[src/hw/rtl/assert_macros.svh]
// Assertion helpers used by the RTL.
`ifndef ASSERT_MACROS_SVH
`define ASSERT_MACROS_SVH

`ifndef ASSERT_OFF
`define ORHT_ASSERT(lbl, clk, rst_n, prop, msg) \
  lbl: assert property (@(posedge clk) disable iff (!rst_n) prop) else $error(msg);
`define ORHT_ASSERT_NR(lbl, clk, prop, msg) \
  lbl: assert property (@(posedge clk) prop) else $error(msg);
`else
`define ORHT_ASSERT(lbl, clk, rst_n, prop, msg)
`define ORHT_ASSERT_NR(lbl, clk, prop, msg)
`endif

`endif

[src/hw/rtl/orht_pkg.sv]
package orht_pkg;

  localparam int TABLE_ENTRIES = 256;
  localparam int OWNER_COUNT   = 256;
  localparam int COORD_BITS    = 16;
  localparam int IDX_W         = $clog2(TABLE_ENTRIES);
  localparam int CNT_W         = IDX_W + 1;
  localparam int SUM_W         = COORD_BITS + 2;
  localparam int OWNER_W       = 8;
  localparam int ID_W          = 32;
  localparam int OUT_IDX_W     = 8;
  localparam logic [ID_W-1:0] ID_CMP_MASK = 32'hFF_FFFF;

  typedef enum logic [2:0] {
    REQ_DEFINE  = 3'd0,
    REQ_REMOVE  = 3'd1,
    REQ_FIND_ID = 3'd2,
    REQ_FIND_PT = 3'd3,
    REQ_CLEAR   = 3'd4
  } req_kind_t;

  typedef enum logic [1:0] {
    STAT_DONE = 2'd0,
    STAT_DUP  = 2'd1,
    STAT_FULL = 2'd2
  } status_t;

  typedef enum logic [1:0] {
    S_IDLE,
    S_SCAN,
    S_PUSH
  } state_t;

  typedef struct packed {
    logic [OWNER_W-1:0]           owner;
    logic signed [COORD_BITS-1:0] x;
    logic signed [COORD_BITS-1:0] y;
    logic [COORD_BITS-1:0]        w;
    logic [COORD_BITS-1:0]        h;
    logic [ID_W-1:0]              id;
  } entry_t;

  typedef struct packed {
    req_kind_t                    kind;
    entry_t                       ent;
    logic signed [COORD_BITS-1:0] px;
    logic signed [COORD_BITS-1:0] py;
  } req_t;

  typedef struct packed {
    logic owner_eq;
    logic dup;
    logic id_eq;
    logic pt_in;
  } match_t;

  typedef struct packed {
    status_t                status;
    logic                   found;
    logic [OUT_IDX_W-1:0]   index;
    entry_t                 ent;
  } res_t;

endpackage

[src/hw/rtl/orht_match.sv]
module orht_match (
  input  orht_pkg::req_t   req,
  input  orht_pkg::entry_t ent,
  output orht_pkg::match_t match
);

  logic signed [orht_pkg::SUM_W-1:0] qx, qy, ex, ey, ex_end, ey_end;
  logic in_x, in_y;

  always_comb begin
    qx     = orht_pkg::SUM_W'(req.px) - orht_pkg::SUM_W'(1);
    qy     = orht_pkg::SUM_W'(req.py) - orht_pkg::SUM_W'(1);
    ex     = orht_pkg::SUM_W'(ent.x);
    ey     = orht_pkg::SUM_W'(ent.y);
    ex_end = ex + $signed({2'b00, ent.w});
    ey_end = ey + $signed({2'b00, ent.h});
    in_x   = (qx > ex) && (qx <= ex_end);
    in_y   = (qy > ey) && (qy <= ey_end);

    match.owner_eq = (ent.owner == req.ent.owner);
    match.dup      = match.owner_eq && (ent.x == req.ent.x) && (ent.y == req.ent.y) &&
                     (ent.w == req.ent.w) && (ent.h == req.ent.h);
    match.id_eq    = match.owner_eq &&
                     ((ent.id & orht_pkg::ID_CMP_MASK) == (req.ent.id & orht_pkg::ID_CMP_MASK));
    match.pt_in    = match.owner_eq && in_x && in_y;
  end

endmodule

[config.mk]
export PLATFORM = sky130hd
export DESIGN_NAME = orht_match
export DESIGN_NICKNAME = d
export VERILOG_FILES = /design/src/hw/rtl/assert_macros.svh /design/src/hw/rtl/orht_pkg.sv /design/src/hw/rtl/orht_match.sv
export SDC_FILE = /design/constraint.sdc
export NUM_CORES = 1
export LEC_CHECK = 0
export BUFFER_PORTS_ARGS = -buffer_cell sky130_fd_sc_hd__buf_2
export CORE_MARGIN = 8
export CORE_UTILIZATION = 44
export DETAILED_ROUTE_END_ITERATION = 6
export PLACE_DENSITY = 0.88
export SLEW_MARGIN = 25
export SYNTH_ARGS = -nofsm -noshare
export SYNTH_HDL_FRONTEND = slang
export SYNTH_SLANG_ARGS = --single-unit
[constraint.sdc]
create_clock -name vclk -period 4
set_input_delay 0.6 -clock vclk [all_inputs]
set_output_delay 0.6 -clock vclk [all_outputs]
set_load 0.1 [all_outputs]
==> impl_metrics.env <==
export IMPL_ir_worst_vdd_uv=80.4
export IMPL_fin_tns_setup_ns=-0.711
export IMPL_fmax_mhz=212
export IMPL_clockBufferCount=0
export IMPL_synth_cell_types=59
export IMPL_ant_nets=0
export IMPL_crit_arrival_ns=4.11
export IMPL_syn_num_nets=1002
export IMPL_drtIter0Drc=391
export IMPL_worst_hold_slack_ns=1.76
export IMPL_tightest_slew_ns=0.553
export IMPL_overflow=0
export IMPL_seq_area_frac_synth=0
export IMPL_routabilityCongestion=0.947
export IMPL_endpoint_kind="primary output"
export IMPL_setup_viol=1
export IMPL_grt_pass1_wl_um=35100
export IMPL_path_class="input port to primary output"
export IMPL_antenna_cells=0
export IMPL_drv_slew=0
export IMPL_mostFrequentLayoutCell="buf_2"
export IMPL_pre_cts_ws_ns=-0.858
export IMPL_vias_per_cell=5.52
export IMPL_slew_headroom=0.628
export IMPL_dp_hpwl_um=19800
export IMPL_drv_cap=0
export IMPL_yosysWarnings=0
export IMPL_netlist_area_um2=4900
export IMPL_drc=0
export IMPL_core_area_um2=10800
export IMPL_min_delay_start="ent[20]"
export IMPL_powerDensity_nw_per_um2=150
export IMPL_fin_ws_ns=-0.711
export IMPL_violations="setup timing"
export IMPL_period_minus_slack_ns=4.71
export IMPL_syn2layout_area_growth_pct=67.7
export IMPL_cts_hold_buf=0
export IMPL_dieArea_um2=14800
export IMPL_avgSynthCellArea_um2=7.53
export IMPL_dieWidth_um=122
export IMPL_status="finished with violations"
export IMPL_antenna_found_initial=0
export IMPL_portBuffers=228
export IMPL_rsz0062_at_grt="yes"
export IMPL_whs_path_depth=5
export IMPL_final_cell_mix="buf_2, buf_4, ha_1"
export IMPL_hold_class="input port to primary output"
export IMPL_wl_um=22800
export IMPL_dp_cells=1233
export IMPL_nets=1454
export IMPL_grt_pass1_vias=7344
export IMPL_finalHoldViolations=0
export IMPL_via_count=6850
export IMPL_min_to="match[1]"
export IMPL_initial_core_util=0.452
export IMPL_startpoint_type="input port"
export IMPL_leakage_uw=0.00427
export IMPL_cp_data_required_time_ns=3.40
export IMPL_regArea_um2=0
export IMPL_synth_cells=651
export IMPL_first_pass_iters=5
export IMPL_avgRoutedWirePerCell_um=18.4
export IMPL_design_seq_count=0
export IMPL_finalCritPeriodShare=1.18
export IMPL_layoutNonFillerInstCount=1241
export IMPL_boundaryPins=247
export IMPL_p_total_uw=1230
export IMPL_grt_usage=0.293
export IMPL_fp_row_count=38
export IMPL_drive_above_1_share=0.459
export IMPL_grt_max_degree=8
export IMPL_cp_max_fo=2
export IMPL_die_y_um=122
-- worst max-delay path by stage --
stage,startpoint,end,slack [ns],depth (start not counted)
after floorplan,ent[32],match[0],-0.93,15
after global placement,ent[33],match[0],-0.67,15
after detailed placement,ent[49],match[0],-0.86,16
after CTS,ent[65],match[0],-0.58,15
after global routing,ent[49],match[0],-0.81,17
final,ent[49],match[0],-0.71,17
-- worst max-delay path, stage by stage --
cell,delay (ns)
buf_2,0.11
ha_1,0.30
a21oi_2,0.19
nor2_1,0.08
or3_4,0.39
buf_4,0.15
a21o_1,0.20
a21oi_2,0.17
xor2_1,0.18
ha_1,0.29
nand4_1,0.13
inv_1,0.08
and3_4,0.19
a2111oi_4,0.39
a2111oi_4,0.07
a2111oi_4,0.38
buf_12,0.23
-- metal layers --
layer / GRT usage / up-vias / routed length [µm]
li1: - / 3298 / -
met1: 0.320 / 3143 / 8360
met2: 0.553 / 331 / 11700
met3: 0.0302 / 78 / 1620
met4: 0.140 / 0 / 1180
met5: 0 / - / 0
-- layout make-up --
type               instances  area, µm²
inverters                 59        221
multi-input cells        591       4980
well taps                140        175
repair buffers           451       2840
fillers                  759       2620
-- per-stage QoR --
| stage | area [µm²] | util |
|---|---|---|
| floorplan | 5040 | - |
| global placement | 7980 | 0.736 |
| detailed placement | 7980 | 0.736 |
| CTS | 8210 | 0.758 |
| global route | 8220 | 0.758 |
| finish | 8220 | 0.758 |
-- synth_stat cells (all sizes together) (4+ instances only) --
cell type | instances | share of area
o21bai | 6 | 0.0092
xnor2 | 79 | 0.14
inv | 59 | 0.045
nor3 | 22 | 0.026
xor2 | 68 | 0.12
nand2b | 5 | 0.0064
o21ai | 17 | 0.018
nor2 | 31 | 0.024
nand3 | 15 | 0.015
a21oi | 50 | 0.051
a31oi | 5 | 0.0064
a21o | 15 | 0.023
nor4 | 18 | 0.023
ha | 106 | 0.27
or2 | 4 | 0.0051
o211ai | 6 | 0.0092
o21a | 5 | 0.0077
nand2 | 40 | 0.031
nor2b | 8 | 0.010
a2111oi | 7 | 0.015
a211oi | 7 | 0.011
nand4 | 30 | 0.038
or4 | 5 | 0.0092
-- cell families after synthesis --
logic type,count (synthesis),share of synthesized area
XOR/XNOR,147,0.263
AND/OR/NAND/NOR,193,0.214
AO/OA/AOI/OAI,143,0.198
buffers and inverters,60,0.0460
adder cells (fa/ha/maj),108,0.279
-- repair_timing --
| action | in CTS | in global routing |
|---|---|---|
| pin swaps | 36 | 1 |
| setup endpoints to repair | 1 | 1 |
| gates resized for setup | 32 | 3 |
| setup buffers | 8 | 0 |
-- report_power, final --
group	switching, µW	total [µW]	leakage [µW]	internal [µW]
registers	0	0	0	0
clock network	0	0	0	0
logic	603	1230	0.00427	629
No activity file was read; power rests on OpenSTA's default activity.
